<file path="src/sv/lzw_pkg.sv">
// ----------------------------------------------------------------------------
// lzw_pkg
// Shared types and constants of the LZW hash dictionary encoder.
// ----------------------------------------------------------------------------
package lzw_pkg;

    localparam int CODE_BITS           = 12;
    localparam int TABLE_SIZE_DEF      = 4919;
    localparam int FIRST_DICT_CODE_DEF = 257;
    localparam int OUT_DEPTH           = 4;
    localparam int OUT_CNT_W           = $clog2(OUT_DEPTH + 1);

    localparam logic [CODE_BITS-1:0] CODE_LIMIT = {CODE_BITS{1'b1}};

    typedef struct packed {
        logic [7:0] data_byte;
        logic       end_of_stream;
    } lzw_in_t;

    typedef struct packed {
        logic [CODE_BITS-1:0] code;
        logic                 last_code;
    } lzw_out_t;

    // head of the input queue as seen by the back end
    typedef struct packed {
        logic    valid;
        lzw_in_t beat;
    } lzw_head_t;

    typedef struct packed {
        logic                 valid;
        logic [CODE_BITS-1:0] prefix;
        logic [7:0]           data_byte;
        logic [CODE_BITS-1:0] code;
    } lzw_entry_t;

endpackage

</file>
<file path="src/sv/lzw_out_queue.sv">
// ----------------------------------------------------------------------------
// lzw_out_queue
// Result queue between the back end and the result ports.
// ----------------------------------------------------------------------------
module lzw_out_queue
(
    input  logic                              clk,
    input  logic                              rst_n,
    input  logic                              res_push,
    input  lzw_pkg::lzw_out_t                 res_in,
    output logic [lzw_pkg::OUT_CNT_W-1:0]     count,
    output logic                              empty,
    input  logic                              pop,
    output lzw_pkg::lzw_out_t                 result
);
    import lzw_pkg::*;

    localparam int PW = $clog2(OUT_DEPTH);

    lzw_out_t           q_reg [OUT_DEPTH];
    logic [PW-1:0]      wr_ptr_reg;
    logic [PW-1:0]      rd_ptr_reg;
    logic [OUT_CNT_W-1:0] cnt_reg;
    logic               do_pop;

    assign empty  = (cnt_reg == '0);
    assign do_pop = pop && !empty;
    assign count  = cnt_reg;
    assign result = q_reg[rd_ptr_reg];

    always_ff @(posedge clk)
    begin
        if (res_push)
        begin
            q_reg[wr_ptr_reg] <= res_in;
        end
    end

    always_ff @(posedge clk or negedge rst_n)
    begin
        if (!rst_n)
        begin
            wr_ptr_reg <= '0;
            rd_ptr_reg <= '0;
            cnt_reg    <= '0;
        end
        else
        begin
            if (res_push)
            begin
                wr_ptr_reg <= wr_ptr_reg + 1'b1;
            end
            if (do_pop)
            begin
                rd_ptr_reg <= rd_ptr_reg + 1'b1;
            end
            case ({res_push, do_pop})
                2'b10:   cnt_reg <= cnt_reg + 1'b1;
                2'b01:   cnt_reg <= cnt_reg - 1'b1;
                default: cnt_reg <= cnt_reg;
            endcase
        end
    end

endmodule

</file>
<file path="config.mk">
export PLATFORM = sky130hd
export DESIGN_NAME = lzw_out_queue
export DESIGN_NICKNAME = d
export VERILOG_FILES = /design/src/sv/lzw_pkg.sv /design/src/sv/lzw_out_queue.sv
export SDC_FILE = /design/constraint.sdc
export NUM_CORES = 1
export LEC_CHECK = 0
export BUFFER_PORTS_ARGS = -buffer_cell sky130_fd_sc_hd__buf_2
export CAP_MARGIN = 20
export CORE_ASPECT_RATIO = 1.5
export CORE_MARGIN = 1
export CORE_UTILIZATION = 55
export DETAILED_ROUTE_END_ITERATION = 6
export GPL_ROUTABILITY_DRIVEN = 0
export PLACE_DENSITY_LB_ADDON = 0.2
export SYNTH_ARGS = -nofsm -noshare
export SYNTH_HDL_FRONTEND = slang
export SYNTH_SLANG_ARGS = --single-unit
</file>
<file path="constraint.sdc">
create_clock -name clk -period 2 [get_ports clk]
set_clock_uncertainty 0.05 [all_clocks]
set_input_delay 0.2 -clock clk [delete_from_list [all_inputs] [get_ports clk]]
set_output_delay 0.2 -clock clk [all_outputs]
set_load 0.1 [all_outputs]
</file>
## After elaboration in Yosys (flattened, before gate mapping)

Memory sizes are Yosys's and may differ from the RTL's.
Index checks and enable logic that the tools add are counted.

- Add/sub/neg operators: 4
- Equality and inequality tests: 2
- Multiplexer cells: 3
- Reductions and logical operators: 4

Operator list:

| kind | count |
|---|---|
| $pmux 3 s2 | 1 |
| $add 2x1->2 const B | 2 |
| $add 3x1->3 const B | 1 |
| $logic_not 3->1 | 1 |
| $sub 3x1->3 const B | 1 |
| $eq 2x1->1 const B | 1 |
| $eq 2x2->1 const B | 1 |
| $mux 1 | 2 |
| $reduce_bool 2->1 | 1 |
| $logic_and 1x1->1 | 1 |
| $logic_not 1->1 | 1 |

- Register bits: 7
- Bits in writable memories: 52
- Bits of input ports: 17
- Output and inout port bits: 17
- Word-level logic and storage cells: 17
- Memories kept: 1

Memory list:

| memory | depth | width | read ports | clocked after memory_dff | wr ports | RTL line | RTL |
|---|---|---|---|---|---|---|---|
| q_reg | 4 | 13 | 1 | 0 | 1 | lzw_out_queue.sv:20 | `lzw_out_t q_reg [OUT_DEPTH];` |

## Longest topological paths before layout

- Depth after elaboration: 5
- Mapped depth: 7

## Least setup slack after synthesis

No wires, ideal clock.

- Path type: register to output
- From: register cnt_reg[0] (netlist: count[0])
- To: output port empty
- Arrival time: 2.985 ns
- Required time: 1.750 ns
- Path slack: -1.235 ns
- Stages on the path, launching flop included: 2
- Buffers on the path: 0
- Cells stage by stage: dfrtp_1 -> nor3_1

- Longest elaborated chain between the ends: 1

Ends and longest elaborated chain:

| element | RTL line | RTL |
|---|---|---|
| from (decl) | lzw_out_queue.sv:23 | `logic [OUT_CNT_W-1:0] cnt_reg;` |
| from (signal assigned) | lzw_out_queue.sv:58 | `2'b10: cnt_reg <= cnt_reg + 1'b1;` |
| from (signal assigned) | lzw_out_queue.sv:59 | `2'b01: cnt_reg <= cnt_reg - 1'b1;` |
| from (signal assigned) | lzw_out_queue.sv:60 | `default: cnt_reg <= cnt_reg;` |
| $logic_not 3->1 | lzw_out_queue.sv:26 | `assign empty = (cnt_reg == '0);` |
| to (decl) | lzw_out_queue.sv:12 | `output logic empty,` |

Every way passes these cells.

==> reports/summary.txt <==
=================================================================================
Status .............................................................    completed
Number of levels the H-tree was split into .........................            3
First-pass GRT wire length .........................................      5520 um
Fraction of layout cells with a size suffix above 1 ................        0.418
Total Routing Usage GR .............................................        0.196
Least-Margin Pin Slew ..............................................       487 ps
Portion of the post-synthesis area used by sequential elements .....        0.753
Routed WL per cell .................................................      17.7 um
Clock tree from TritonCTS ..........................................         done
Synthesized flop and latch total ...................................           59
Net count reported at finish .......................................          176
Register clock-pin slew on the reported worst setup and hold paths .        60 ps
Max Root-Sink Buffers ..............................................            2
Setup TNS ..........................................................         0 ps
Max-Slew Margin vs Limit ...........................................        0.677
Antenna violations before repair ...................................            0
Setup ws final .....................................................      43.4 ps
Number of cell instances on the worst register-to-register path ....            7
Number of clock sinks ..............................................           59
Slack of the worst reg-to-reg path .................................       110 ps
Final core area utilization ........................................        0.695
Global route total overflow ........................................            0
Clock Root Buffer .................................................. sky130_fd_sc_hd__clkbuf_8
Register area ......................................................   1750 sq um
Slowest cell on the critical path .................................. sky130_fd_sc_hd__mux4_2
Worst setup endpoint ...............................................    result[9]
Chip Width .........................................................      54.9 um
Post-synthesis instance area .......................................   2310 sq um
Post-synth cell types ..............................................           19
Crit path arrival time .............................................      1710 ps
Reg-to-Reg Start ...................................................     count[0]
Final non-filler cell total ........................................          203
Layout-stage area growth over the synthesis result .................        20.3%
Count of final setup violators .....................................            0
Maximum fanout count along the critical path .......................            5
Ratio of routed vias to standard cells .............................         5.39
Row count ..........................................................           28
IO Pins ............................................................           34
Die outline height .................................................      81.3 um
Buffers inserted by post-CTS timing repair .........................            0
Drt drc ............................................................            0
Critical path's largest stage delay ................................       500 ps
Dominant cells by area after synthesis ............................. sky130_fd_sc_hd__edfxtp_1 68%, sky130_fd_sc_hd__mux4_2 7.8%, sky130_fd_sc_hd__dfrtp_1 7.6%, sky130_fd_sc_hd__mux4_1 5.7%, sky130_fd_sc_hd__ha_1 2.7%
Top cell type's share of synthesized area ..........................        0.677
Worst skew pair latency ............................................       320 ps
Die Area ...........................................................   4460 sq um
Clock buffer count from CTS ........................................            9
Synthesized Nets ...................................................          127
Total area of multi-input combinational cells ......................    517 sq um
Endpoint of the worst register-to-register path ....................     count[2]
Post-detailed-placement half-perimeter wirelength ..................      2440 um
Ant diodes .........................................................            0
Critical Setup Path Class ..........................................   reg -> out
Maximum clock frequency ............................................      511 MHz
Total of buffers placed on input and output ports ..................           33
Worst min-delay path category ......................................    in -> reg
Endpoints failing hold .............................................            0
Number of instances in the synthesized netlist .....................          104
Kind of launch point of the worst setup path .......................     register
Worst Setup SP ..................................................... rd_ptr_reg[0]
Fin crit period ....................................................      1960 ps
Detailed-routing iteration count for the pre-antenna-repair pass ...            4
Initial Util .......................................................        0.578
Vias after detailed routing ........................................         1095
ANT nets after route ...............................................            0
Total length of routed wires .......................................      3600 um
Number of max-capacitance violations reported ......................            0
Maximum number of pins on one net before global-route repair .......           15
Required time of the worst setup path ..............................      1750 ps
Final slew viol count ..............................................            0
Placed Cells .......................................................          186
Via count of the first global-routing pass .........................         1145
Ratio of final minimum period to clock period ......................        0.978
Std-Cell Core Area .................................................   3990 sq um
RSZ-0062 raised after global routing ...............................           no
CP Cell Sequence ................................................... buf_4 -> mux4_2 -> clkbuf_4
Syn avg cell area ..................................................   22.2 sq um
Endpoint kind of the worst setup timing path .......................  output port
Post-synthesis cell type with the largest combined area ............ sky130_fd_sc_hd__edfxtp_1
Placement Setup Slack ..............................................       112 ps
Synthesis warning total ............................................            0
Violation count after the first detailed-route iteration ...........           25
Fillers ............................................................          265
Max FFs per register ...............................................           52
=================================================================================
-- metrics by stage --
step / hold WS, ps / area, sq um
CTS: 27.2 / 2760
detailed placement: -0.742 / 2570
global route: 28.2 / 2780
global placement: -13.7 / 2570
finish: 37.2 / 2780
floorplan: -146 / 2320
-- cell usage after synthesis (all sizes together) --
master,n
o31a,1
mux2i,1
xnor2,2
fa,1
inv,6
mux4,13
nor3,1
o21ai,1
nand2,2
dfrtp,7
buf,3
and2,4
edfxtp,52
nor2,1
xor2,4
ha,5
-- placed cells by master (no fill, tap or decap), types with 3 or more instances in the layout --
master,n
sky130_fd_sc_hd__edfxtp_1,52
sky130_fd_sc_hd__buf_2,25
sky130_fd_sc_hd__clkbuf_8,10
sky130_fd_sc_hd__buf_4,10
sky130_fd_sc_hd__mux4_2,8
sky130_fd_sc_hd__inv_1,6
sky130_fd_sc_hd__mux4_1,5
sky130_fd_sc_hd__ha_1,5
sky130_fd_sc_hd__and2_1,4
sky130_fd_sc_hd__xor2_1,4
sky130_fd_sc_hd__clkbuf_1,3
sky130_fd_sc_hd__clkinv_2,3
sky130_fd_sc_hd__dfrtp_4,3
sky130_fd_sc_hd__dfrtp_1,3
-- how the worst min path moves through the flow --
stage | end | cells past startpoint | start
5_1_grt | q_reg[2][5] | 1 | res_in[5]
2_1_floorplan | rd_ptr_reg[0] | 0 | rst_n
3_5_place_dp | count[0] | 1 | rst_n
6_report | q_reg[1][5] | 1 | res_in[5]
4_1_cts | q_reg[2][5] | 1 | res_in[5]
3_3_place_gp | wr_ptr_reg[1] | 1 | rst_n
-- layer usage --
metal | track usage | share of wire | wire [um]
met5 | 0 | 0 | 0
met4 | 0.123 | 0.025 | 91
met3 | 0.0618 | 0.039 | 139
met2 | 0.314 | 0.54 | 1940
met1 | 0.217 | 0.40 | 1430
-- logic make-up after synthesis --
logic type,Yosys count,synth area share
adder cells (fa/ha/maj),6,0.0358
flip-flops,59,0.753
buffers and inverters,9,0.0255
AO/OA/AOI/OAI,2,0.00596
XOR/XNOR,6,0.0228
AND/OR/NAND/NOR,8,0.0179
multiplexers,14,0.139
-- cell type report --
cell class / count / area share
clock inverters: 3 / 0.00541
clock buffers: 13 / 0.0536
repair buffers: 41 / 0.0964
multi-input cells: 36 / 0.186
flip-flops and latches: 59 / 0.630
inverters: 6 / 0.00811
well taps: 45 / 0.0203
-- worst max-delay path: cells and delay by family, from the launching register on --
| kind | cells | cell delay, ps |
|---|---|---|
| muxes | 1 | 500 |
| DFF | 1 | 400 |
| buffers and inverters | 2 | 480 |
-- what timing repair did --
item                                   4_1_cts  5_1_grt
endpoints found under the hold margin        7        0
gates resized for setup                      5        8
hold buffers                                 1        0
setup endpoints to repair                   13        6
Power is left out: the tool's default activity adds up to more than one toggle a clock period on the data nets, which glitch-free logic cannot reach.
