$ cat config.mk
export PLATFORM = sky130hd
export DESIGN_NAME = lzw_front
export DESIGN_NICKNAME = d
export VERILOG_FILES = /design/src/sv/lzw_pkg.sv /design/src/sv/lzw_front.sv
export SDC_FILE = /design/constraint.sdc
export NUM_CORES = 1
export LEC_CHECK = 0
export BUFFER_PORTS_ARGS = -buffer_cell sky130_fd_sc_hd__buf_2
export CORE_MARGIN = 2
export CORE_UTILIZATION = 49
export DETAILED_ROUTE_END_ITERATION = 8
export GPL_ROUTABILITY_DRIVEN = 1
export PLACE_DENSITY = 0.76
export SLEW_MARGIN = 20
export SYNTH_ARGS = -nofsm -noshare
export SYNTH_HDL_FRONTEND = slang
export SYNTH_SLANG_ARGS = --single-unit
$ cat constraint.sdc
create_clock -name clk -period 1.85 [get_ports clk]
set_input_delay 0.0925 -clock clk [delete_from_list [all_inputs] [get_ports clk]]
set_output_delay 0.0925 -clock clk [all_outputs]
set_load 0.02 [all_outputs]
$ cat src/sv/lzw_pkg.sv
// ----------------------------------------------------------------------------
// lzw_pkg
// Shared types and constants of the LZW hash dictionary encoder.
// ----------------------------------------------------------------------------
package lzw_pkg;

    localparam int CODE_BITS           = 12;
    localparam int TABLE_SIZE_DEF      = 4919;
    localparam int FIRST_DICT_CODE_DEF = 257;
    localparam int OUT_DEPTH           = 4;
    localparam int OUT_CNT_W           = $clog2(OUT_DEPTH + 1);

    localparam logic [CODE_BITS-1:0] CODE_LIMIT = {CODE_BITS{1'b1}};

    typedef struct packed {
        logic [7:0] data_byte;
        logic       end_of_stream;
    } lzw_in_t;

    typedef struct packed {
        logic [CODE_BITS-1:0] code;
        logic                 last_code;
    } lzw_out_t;

    // head of the input queue as seen by the back end
    typedef struct packed {
        logic    valid;
        lzw_in_t beat;
    } lzw_head_t;

    typedef struct packed {
        logic                 valid;
        logic [CODE_BITS-1:0] prefix;
        logic [7:0]           data_byte;
        logic [CODE_BITS-1:0] code;
    } lzw_entry_t;

endpackage

$ cat src/sv/lzw_front.sv
// ----------------------------------------------------------------------------
// lzw_front
// Two-entry input queue; presents the oldest byte to the back end.
// ----------------------------------------------------------------------------
module lzw_front
(
    input  logic               clk,
    input  logic               rst_n,
    input  logic               push,
    output logic               full,
    input  lzw_pkg::lzw_in_t   item,
    input  logic               take,
    output lzw_pkg::lzw_head_t head
);
    import lzw_pkg::*;

    lzw_in_t    slot_reg [2];
    logic       wr_ptr_reg;
    logic       rd_ptr_reg;
    logic [1:0] cnt_reg;
    logic       do_push;
    logic       do_take;

    assign full      = (cnt_reg == 2'd2);
    assign do_push   = push && !full;
    assign do_take   = take && (cnt_reg != 2'd0);
    assign head.valid = (cnt_reg != 2'd0);
    assign head.beat  = slot_reg[rd_ptr_reg];

    always_ff @(posedge clk)
    begin
        if (do_push)
        begin
            slot_reg[wr_ptr_reg] <= item;
        end
    end

    always_ff @(posedge clk or negedge rst_n)
    begin
        if (!rst_n)
        begin
            wr_ptr_reg <= 1'b0;
            rd_ptr_reg <= 1'b0;
            cnt_reg    <= 2'd0;
        end
        else
        begin
            if (do_push)
            begin
                wr_ptr_reg <= ~wr_ptr_reg;
            end
            if (do_take)
            begin
                rd_ptr_reg <= ~rd_ptr_reg;
            end
            case ({do_push, do_take})
                2'b10:   cnt_reg <= cnt_reg + 2'd1;
                2'b01:   cnt_reg <= cnt_reg - 2'd1;
                default: cnt_reg <= cnt_reg;
            endcase
        end
    end

endmodule

# Yosys cells after proc, flatten, opt, wreduce, memory -nomap -nowiden
# Memory sizes are Yosys's and may differ from the RTL's.
# Index checks and enable logic that the tools add are counted.
[word_totals]
inputBits = 13
ram_bits = 18
latchBits = 0
memories = 1
rom_bits = 0
output_inout_bits = 11
regBits = 4
[classes]
mux = 3
bitwise = 2
magnitude_cmp = 0
n_eq_ne = 3
n_addsub = 2
n_mul = 0
reduce_logical = 5
shift = 0
n_div = 0
[mem_list]
columns = ["name", "words", "width", "rd", "rd_clocked_by_memory_dff", "wr", "line", "source"]
rows = [
  ["slot_reg", 2, 9, 1, 0, 1, "lzw_front.sv:17", "lzw_in_t slot_reg [2];"],
]
[ops]
columns = ["operator", "n"]
rows = [
  ["$eq 2x2->1 const B", 2],
  ["$pmux 2 s2", 1],
  ["$reduce_bool 2->1", 2],
  ["$add 2x1->2 const B", 1],
  ["$eq 2x1->1 const B", 1],
  ["$logic_and 1x1->1", 2],
  ["$mux 1", 2],
  ["$not 1->1", 2],
  ["$sub 2x1->2 const B", 1],
  ["$logic_not 1->1", 1],
]

# Logic depth before layout (Yosys ltp)
# Gate-level depths: netlist of the first run.
[logic_depth]
ltp_word = 5
ltp_mapped = 6
mapped_depth_nobuf = 6

# Worst setup path after synthesis of the first run
# No wires, ideal clock.
[synth_timing]
kind = "register to register"
startpoint = "register cnt_reg[0]"
endpoint = "register cnt_reg[1]"
arrival_ns = 1.440
required_time_ns = 1.771
path_slack_ns = 0.330
stages_incl_launch_ff = 6
period_less_slack_ns = 1.520
path_buffers = 0
path_cell_list = "dfrtp_1 or2_1 and2_4 ha_1 nor2_1 xor2_1"
[synth_rtl]
columns = ["element", "line", "source"]
rows = [
  ["start, declared", "lzw_front.sv:20", "logic [1:0] cnt_reg;"],
  ["start signal, assigned", "lzw_front.sv:57", "2'b10: cnt_reg <= cnt_reg + 2'd1;"],
  ["start signal, assigned", "lzw_front.sv:58", "2'b01: cnt_reg <= cnt_reg - 2'd1;"],
  ["start signal, assigned", "lzw_front.sv:59", "default: cnt_reg <= cnt_reg;"],
]

==> metrics.sh, run 1 <==
ARRIVAL_NS=1.46
FINAL_CORE_UTILIZATION_PCT=67.0
FINALCLOCKSKEW_NS=0.00424
SYNTH-SEQ-AREA-SHARE_PCT=75.7
TIMING.CRITICAL_PATH.FROM_TYPE='register'
DPL.HPWL_UM=863
AVGVIACOUNTPERCELL=4.90
POWER_W=0.00162
YOSYS.CELL_TYPES.COUNT=14
STATUS='completed'
SETUP_TNS_NS=0
NUMBER_OF_FLIP_FLOPS_IN_THE_LARGEST_REGISTER=18
CTS-HTREE-LEVELS=1
CORE_AREA_SQ_UM=1670
MAXCLOCKFREQUENCY_MHz=644
STATIC-LEAKAGE-POWER_nW=0.460
DIE-AREA_SQ_UM=2070
YOSYSWARNINGCOUNT=0
CP_MAX_FO=10
DR_TOTAL_VIAS=495
GLOBAL_ROUTE_USAGE_OVER_ALL_LAYERS_PCT=12.4
ANTENNA_LEFT=0
PATH_CLASS='register to output pin'
WORST_SETUP_PATH_END_KIND='output pin'
CLKLATENCYLATEPIN_NS=0.28
WORST-R2R-CELL-COUNT=5
MAXCAPVIOLCOUNT=0
CHIPHEIGHT_UM=45.5
GRT_PASS1_VIAS=449
CRITPATHCAPTURE='head[3]'
P_SW_W=0.000547
MAX-VDD-IR-DROP_mV=0.845
R2R_SETUP_SLK_NS=0.35
REGISTER_AREA_SQ_UM=641
FIN_CRIT_SH_PCT=84.0
MOST_FREQUENT_CELLS_IN_THE_LAYOUT='sky130_fd_sc_hd__buf_2, sky130_fd_sc_hd__edfxtp_1, sky130_fd_sc_hd__dlygate4sd3_1'
DRCVIOLATIONCOUNT=0
P_COMB_SHARE_PCT=38.9
INTERNAL_POWER_W=0.00107
RR_STARTPOINT='cnt_reg[0]'
N_ANTENNA_CELL=0
COMMONEST_NON_FILL_NON_TAP_CELL_IN_THE_LAYOUT='sky130_fd_sc_hd__buf_2'
POSTPLACECELLAREA_SQ_UM=992
CTS_ROOT_BUF='sky130_fd_sc_hd__clkbuf_4'
ANTENNA_VIOLATIONS_BEFORE_REPAIR=0
BUFFER_PORTS.INSERTED=23
CTS_BUFFER_DEPTH=2
UNREPAIRED_SETUP_ENDPOINTS_AFTER_GLOBAL_ROUTING='no'
FINAL-HOLD-VIOLATION-COUNT=0
ROW_COUNT=15
CRITICAL_PATH.STARTPOINT='rd_ptr_reg'
LAYOUT.CELL_AREA.NON_FILLER_SQ_UM=1120
FLOORPLAN.INITIALDENSITY_PCT=50.6
RATIO_OF_TOTAL_POWER_TO_CELL_AREA_nW_PER_UM2=1450
SHARE_OF_FINAL_LAYOUT_STANDARD_CELLS_STRONGER_THAN_DRIVE_STRENGTH_1_PCT=45.2
NUM_IO_PINS=24
MAPPEDNETLISTAREA_SQ_UM=846
POSTSYNTHAREAPERCELL_SQ_UM=18.4
CTSRESIZECOUNT=0
MULTI_INPUT_AREA_SQ_UM=196
WORSTMARGINPINSLEW_NS=0.436
PRE_CTS_WS_NS=0.378
CTS-BUFFERS-INSERTED=3
WIRE_LENGTH_OF_THE_FIRST_GLOBAL_ROUTING_PASS_UM=1770
CLOCK-SINKS=22
WORST_MAX_SLEW_MARGIN_EXPRESSED_RELATIVE_TO_THE_LIMIT_PCT=70.9
REQUIRED_NS=1.76
GRT_START_MAX_NET_PINS=13
GLOBAL_ROUTE.OVERFLOW_TOTAL=0
PWR-SHARE-SEQ_PCT=48.3
DRTITER0DRC=5
HOLD_PATH_CLASS='input pin to register'
DRT-TOTAL-WL_UM=1270
SWITCHING_SHARE_PCT=33.8
DRT_PASS1_ITERATIONS=4
CLOCK_POWER_SHARE_PCT=12.7
LAYOUT-AREA-OVERHEAD-VS-SYNTH_PCT=32.2
WORST_SETUP_HOLD_PATH_CLK_SLEW_NS=0.11
LAYOUT.FILLER_CELLS=127
TIMING.FINAL.SETUP_VIOLATIONS=0
SLACK_OF_THE_CRITICAL_PATH_NS=0.297
GPL.FINAL_WEIGHTED_CONGESTION=0.616
NETLIST_INSTANCES=46
DIE_WIDTH_UM=45.5
MIN_PERIOD_NS=1.55
NETS=99
CTS_TREE='built'
DRT-WIRELENGTH-PER-CELL_UM=12.5
COUNT_OF_FINAL_MAX_SLEW_CHECK_FAILURES=0
R2R_END='cnt_reg[1]'
SYN_NETS=60
SYNTHESIZED_FLOP_AND_LATCH_TOTAL=22
==> synthesized netlist by cell type, drive strengths merged <==
master	number	area, sq um
dfrtp	4	100
mux2	9	101
and2	1	8.76
inv	1	3.75
or2	1	6.26
and3	1	6.26
nor2	2	7.51
xor2	2	17.5
nand2b	1	6.26
edfxtp	18	541
ha	1	12.5
xnor2	3	26.3
buf	1	5.00
nand2	1	3.75
==> power groups by stage <==
stage | logic [W] | clock network, W | registers [W]
floorplan | 0.000479 | 0 | 0.000740
global placement | 0.000604 | 0 | 0.000788
detailed placement | 0.000617 | 0 | 0.000797
CTS | 0.000637 | 0.000212 | 0.000785
global route | 0.000669 | 0.000226 | 0.000799
finish | 0.000630 | 0.000206 | 0.000782
==> how the worst min path moves through the flow <==
stage | start | to | slack, ns | cells past startpoint
after floorplan | rst_n | cnt_reg[0] | -0.20 | 0
after CTS | take | rd_ptr_reg | 0.1 | 3
after global placement | rst_n | cnt_reg[0] | -0.1 | 1
after detailed placement | rst_n | cnt_reg[1] | -0.1 | 1
after global routing | take | rd_ptr_reg | 0.09 | 3
final | take | rd_ptr_reg | 0.1 | 3
==> timing repair <==
| action | 4_1_cts | 5_1_grt |
|---|---|---|
| hold endpoints to repair | 22 | 0 |
| setup buffers | 0 | 0 |
| hold buffers | 10 | 0 |
==> critical path, stage by stage, from the launching register on <==
cell and delay [ns]:
sky130_fd_sc_hd__dfrtp_1 0.63, sky130_fd_sc_hd__mux2_2 0.39, sky130_fd_sc_hd__buf_2 0.16
==> cells by family (layout without fill, tap and decap cells) <==
| group | Yosys count | in the layout | synth area share, % |
|---|---|---|---|
| xor+xnor | 5 | 5 | 5.18 |
| fa+ha+maj | 1 | 1 | 1.48 |
| buf+inv | 2 | 40 | 1.03 |
| flops | 22 | 22 | 75.7 |
| mux | 9 | 9 | 12.0 |
| simple gates | 7 | 7 | 4.59 |
==> area by class of cell <==
class,instances,share of cell area [%]
Clock buffer,4,2.35
Multi-Input combinational cell,22,17.6
Tap cell,17,1.90
Inverter,1,0.336
Sequential cell,22,57.3
Timing Repair Buffer,35,20.6
==> stage by stage <==
step,hold WS [ns],std cells
floorplan,-0.203,46
global placement,-0.0968,87
detailed placement,-0.0951,87
CTS,0.0975,101
global route,0.0930,101
finish,0.0986,101
==> layer usage <==
| metal | share of wire (%) | global-route usage (%) |
|---|---|---|
| met3 | 4.7 | 3.57 |
| met2 | 50 | 21.4 |
| met4 | 0.95 | 5.29 |
| met5 | 0 | 0 |
| met1 | 44 | 14.2 |
Power figures use the tool's default switching activity.
==> run 2: changes to the inputs <==
--- a/config.mk
+++ b/config.mk
@@ -5,12 +5,13 @@
 export SDC_FILE = /design/constraint.sdc
 export NUM_CORES = 1
 export LEC_CHECK = 0
+export ABC_AREA = 1
 export BUFFER_PORTS_ARGS = -buffer_cell sky130_fd_sc_hd__buf_2
 export CORE_MARGIN = 2
-export CORE_UTILIZATION = 49
+export CORE_UTILIZATION = 44
 export DETAILED_ROUTE_END_ITERATION = 8
 export GPL_ROUTABILITY_DRIVEN = 1
-export PLACE_DENSITY = 0.76
+export PLACE_DENSITY = 0.71
 export SLEW_MARGIN = 20
 export SYNTH_ARGS = -nofsm -noshare
 export SYNTH_HDL_FRONTEND = slang
==> constraint.sdc (replaced) <==
create_clock -name clk -period 1.35 [get_ports clk]
set_input_delay 0.0675 -clock clk [delete_from_list [all_inputs] [get_ports clk]]
set_output_delay 0.0675 -clock clk [all_outputs]
set_load 0.02 [all_outputs]
==> metrics.sh, run 2 <==
CP_MAX_FO=4
DR_TOTAL_VIAS=659
PATH_CLASS='register to register'
CRITICAL_PATH.STARTPOINT='cnt_reg[0]'
YOSYS.AREA.TOP_TYPE_SHARE_PCT=60.7
FINAL-HOLD-VIOLATION-COUNT=0
HOLD_PATH_CLASS='input pin to register'
SYNTH-SEQ-AREA-SHARE_PCT=71.9
CTS-HTREE-LEVELS=1
LAYOUT.FILLER_CELLS=155
MOST_FREQUENT_CELLS_IN_THE_LAYOUT='sky130_fd_sc_hd__nand2_1, sky130_fd_sc_hd__buf_2, sky130_fd_sc_hd__edfxtp_1'
HOLD_PATH.STARTPOINT='take'
LARGEST_CELLS_BY_AREA_AFTER_SYNTHESIS='sky130_fd_sc_hd__edfxtp_1, sky130_fd_sc_hd__nand2_1, sky130_fd_sc_hd__dfrtp_1'
GRT_START_MAX_NET_PINS=13
UNREPAIRED_SETUP_ENDPOINTS_AFTER_GLOBAL_ROUTING='no'
ARRIVAL_NS=1.47
NETS=134
WORST_MAX_SLEW_MARGIN_EXPRESSED_RELATIVE_TO_THE_LIMIT_PCT=83.4
WORST_SETUP_PATH_END_KIND='register'
POST_SYNTH_MOST_FREQUENT_CELLS='sky130_fd_sc_hd__nand2_1, sky130_fd_sc_hd__edfxtp_1, sky130_fd_sc_hd__inv_1'
DIE-AREA_SQ_UM=2400
WORSTMARGINPINSLEW_NS=0.249
FIN_CRIT_SH_PCT=94.4
STATUS='completed'
DRT-WIRELENGTH-PER-CELL_UM=10.7
INTERNAL_POWER_W=0.00150
RATIO_OF_TOTAL_POWER_TO_CELL_AREA_nW_PER_UM2=2040
DRTITER0DRC=15
STATIC-LEAKAGE-POWER_nW=0.551
CLKLATENCYLATEPIN_NS=0.30
ROW_COUNT=16
CTS_BUFFER_DEPTH=2
DIE_WIDTH_UM=49.0
COUNT_OF_FINAL_MAX_SLEW_CHECK_FAILURES=0
CORE_AREA_SQ_UM=1940
ANTENNA_VIOLATIONS_BEFORE_REPAIR=0
CTS_ROOT_BUF='sky130_fd_sc_hd__clkbuf_4'
GRT_PASS1_VIAS=591
NUMBER_OF_FLIP_FLOPS_IN_THE_LARGEST_REGISTER=18
SYNTHESIZED_FLOP_AND_LATCH_TOTAL=22
CTS_TREE='built'
YOSYSWARNINGCOUNT=0
NUM_IO_PINS=24
CTS-BUFFERS-INSERTED=3
FINALCLOCKSKEW_NS=0.00301
MAX-VDD-IR-DROP_mV=1.27
P_COMB_SHARE_PCT=46.9
SYN_NETS=92
POSTPLACECELLAREA_SQ_UM=1050
DRT_PASS1_ITERATIONS=4
CHIPHEIGHT_UM=49.0
MAXCAPVIOLCOUNT=0
SHARE_OF_FINAL_LAYOUT_STANDARD_CELLS_STRONGER_THAN_DRIVE_STRENGTH_1_PCT=38.7
MAXCLOCKFREQUENCY_MHz=785
N_ANTENNA_CELL=0
MAPPEDNETLISTAREA_SQ_UM=891
SYNTH_EDF_COUNT=18
SYNTH_MOST_COMMON_CELL='sky130_fd_sc_hd__nand2_1'
FLOORPLAN.INITIALDENSITY_PCT=45.9
CLOCK-SINKS=22
RR_STARTPOINT='cnt_reg[0]'
WORST_SETUP_HOLD_PATH_CLK_SLEW_NS=0.11
DRCVIOLATIONCOUNT=0
HOLD_SLACK_NS=0.0288
SWITCHING_SHARE_PCT=40.6
DPL.HPWL_UM=1040
AVGVIACOUNTPERCELL=4.51
CLOCK_POWER_SHARE_PCT=11.7
TIMING.CRITICAL_PATH.FROM_TYPE='register'
SYNTH_ASYNC_SR_FLOP_SHARE_PCT=18.2
NETLIST.TOP_CELL.BY_AREA='sky130_fd_sc_hd__edfxtp_1'
WIRE_LENGTH_OF_THE_FIRST_GLOBAL_ROUTING_PASS_UM=2410
REQUIRED_NS=1.55
NETLIST_INSTANCES=78
DRT-TOTAL-WL_UM=1560
COMMONEST_NON_FILL_NON_TAP_CELL_IN_THE_LAYOUT='sky130_fd_sc_hd__nand2_1'
PWR-SHARE-SEQ_PCT=41.4
LAYOUT.CELL_AREA.NON_FILLER_SQ_UM=1230
P_SW_W=0.00102
ANTENNA_LEFT=0
SETUP_TNS_NS=0
GPL.FINAL_WEIGHTED_CONGESTION=0.777
POWER_W=0.00252
MIN_PERIOD_NS=1.27
YOSYS.CELL_TYPES.COUNT=14
GLOBAL_ROUTE.OVERFLOW_TOTAL=0
POSTSYNTHAREAPERCELL_SQ_UM=11.4
TIMING.FINAL.SETUP_VIOLATIONS=0
GLOBAL_ROUTE_USAGE_OVER_ALL_LAYERS_PCT=13.9
DOMINANTREGCELLSYNTH='sky130_fd_sc_hd__edfxtp_1'
BUFFER_PORTS.INSERTED=23
FINAL_CORE_UTILIZATION_PCT=63.5
LAYOUT-AREA-OVERHEAD-VS-SYNTH_PCT=38.5
==> run 2: kinds of logic (layout without fill, tap and decap cells) <==
group	after synthesis	count (layout)	share of synthesized area [%]
xor gates and xnor gates	1	1	0.983
DFF	22	22	71.9
adders and majority gates	1	1	1.40
buffers and inverters	10	51	5.06
AOI/OAI and AO/OA	1	1	0.983
and+or+nand+nor	43	43	19.7
==> run 2: worst paths after layout <==
path                              end  slack [ns]  cells past startpoint
max in group asynchronous  rd_ptr_reg        1.13                      2
setup reg to reg           cnt_reg[1]        0.08                      6
hold reg to reg            wr_ptr_reg        0.51                      2
setup / recovery           cnt_reg[1]        0.08                      6
hold / removal             rd_ptr_reg        0.03                      3
min in group asynchronous  cnt_reg[0]        0.09                      2
==> run 2: repair_timing <==
item,4_1_cts,5_1_grt
cloned,0,1
buffers inserted,2,0
resized for setup,2,9
setup endpoints to repair,4,19
hold buffers,10,0
hold endpoints to repair,22,0
==> run 2: critical path: stages, from the launching register on <==
cell	delay [ns]
sky130_fd_sc_hd__dfrtp_2	0.45
sky130_fd_sc_hd__o21ai_2	0.26
sky130_fd_sc_hd__ha_4	0.25
sky130_fd_sc_hd__inv_2	0.05
sky130_fd_sc_hd__nand3_1	0.07
sky130_fd_sc_hd__nand2_1	0.06
sky130_fd_sc_hd__nand2_1	0.04
==> run 2: area by class of cell <==
type / instances / area [sq um] / area share (%)
inverter: 9 / 40.0 / 3.25
clock buffer: 4 / 26.3 / 2.13
sequential: 22 / 643 / 52.1
tap: 27 / 33.8 / 2.74
multi-input combinational: 46 / 238 / 19.3
timing repair buffer: 37 / 245 / 19.9
timing repair inverter: 1 / 7.51 / 0.609
==> run 2: per-stage QoR <==
step | setup slack [ns] | instances
5_1_grt | 0.00207 | 146
2_1_floorplan | -0.0117 | 78
6_report | 0.0757 | 146
4_1_cts | 0.00189 | 145
3_3_place_gp | 0.0149 | 129
3_5_place_dp | -0.0361 | 129
==> run 2: power groups by stage <==
stage / logic [W] / clock network (W) / registers (W)
finish: 0.00118 / 0.000295 / 0.00104
global route: 0.00131 / 0.000329 / 0.00106
CTS: 0.00109 / 0.000308 / 0.00103
detailed placement: 0.00102 / 0 / 0.00105
global placement: 0.000991 / 0 / 0.00105
floorplan: 0.000733 / 0 / 0.00102
==> run 2: metal layers <==
| layer | vias up | wire length, um | track usage [%] |
|---|---|---|---|
| met3 | 4 | 63 | 3.68 |
| li1 | 336 | - | - |
| met4 | 0 | 18 | 9.05 |
| met2 | 21 | 808 | 23.3 |
| met1 | 298 | 671 | 15.5 |
| met5 | - | 0 | 0 |
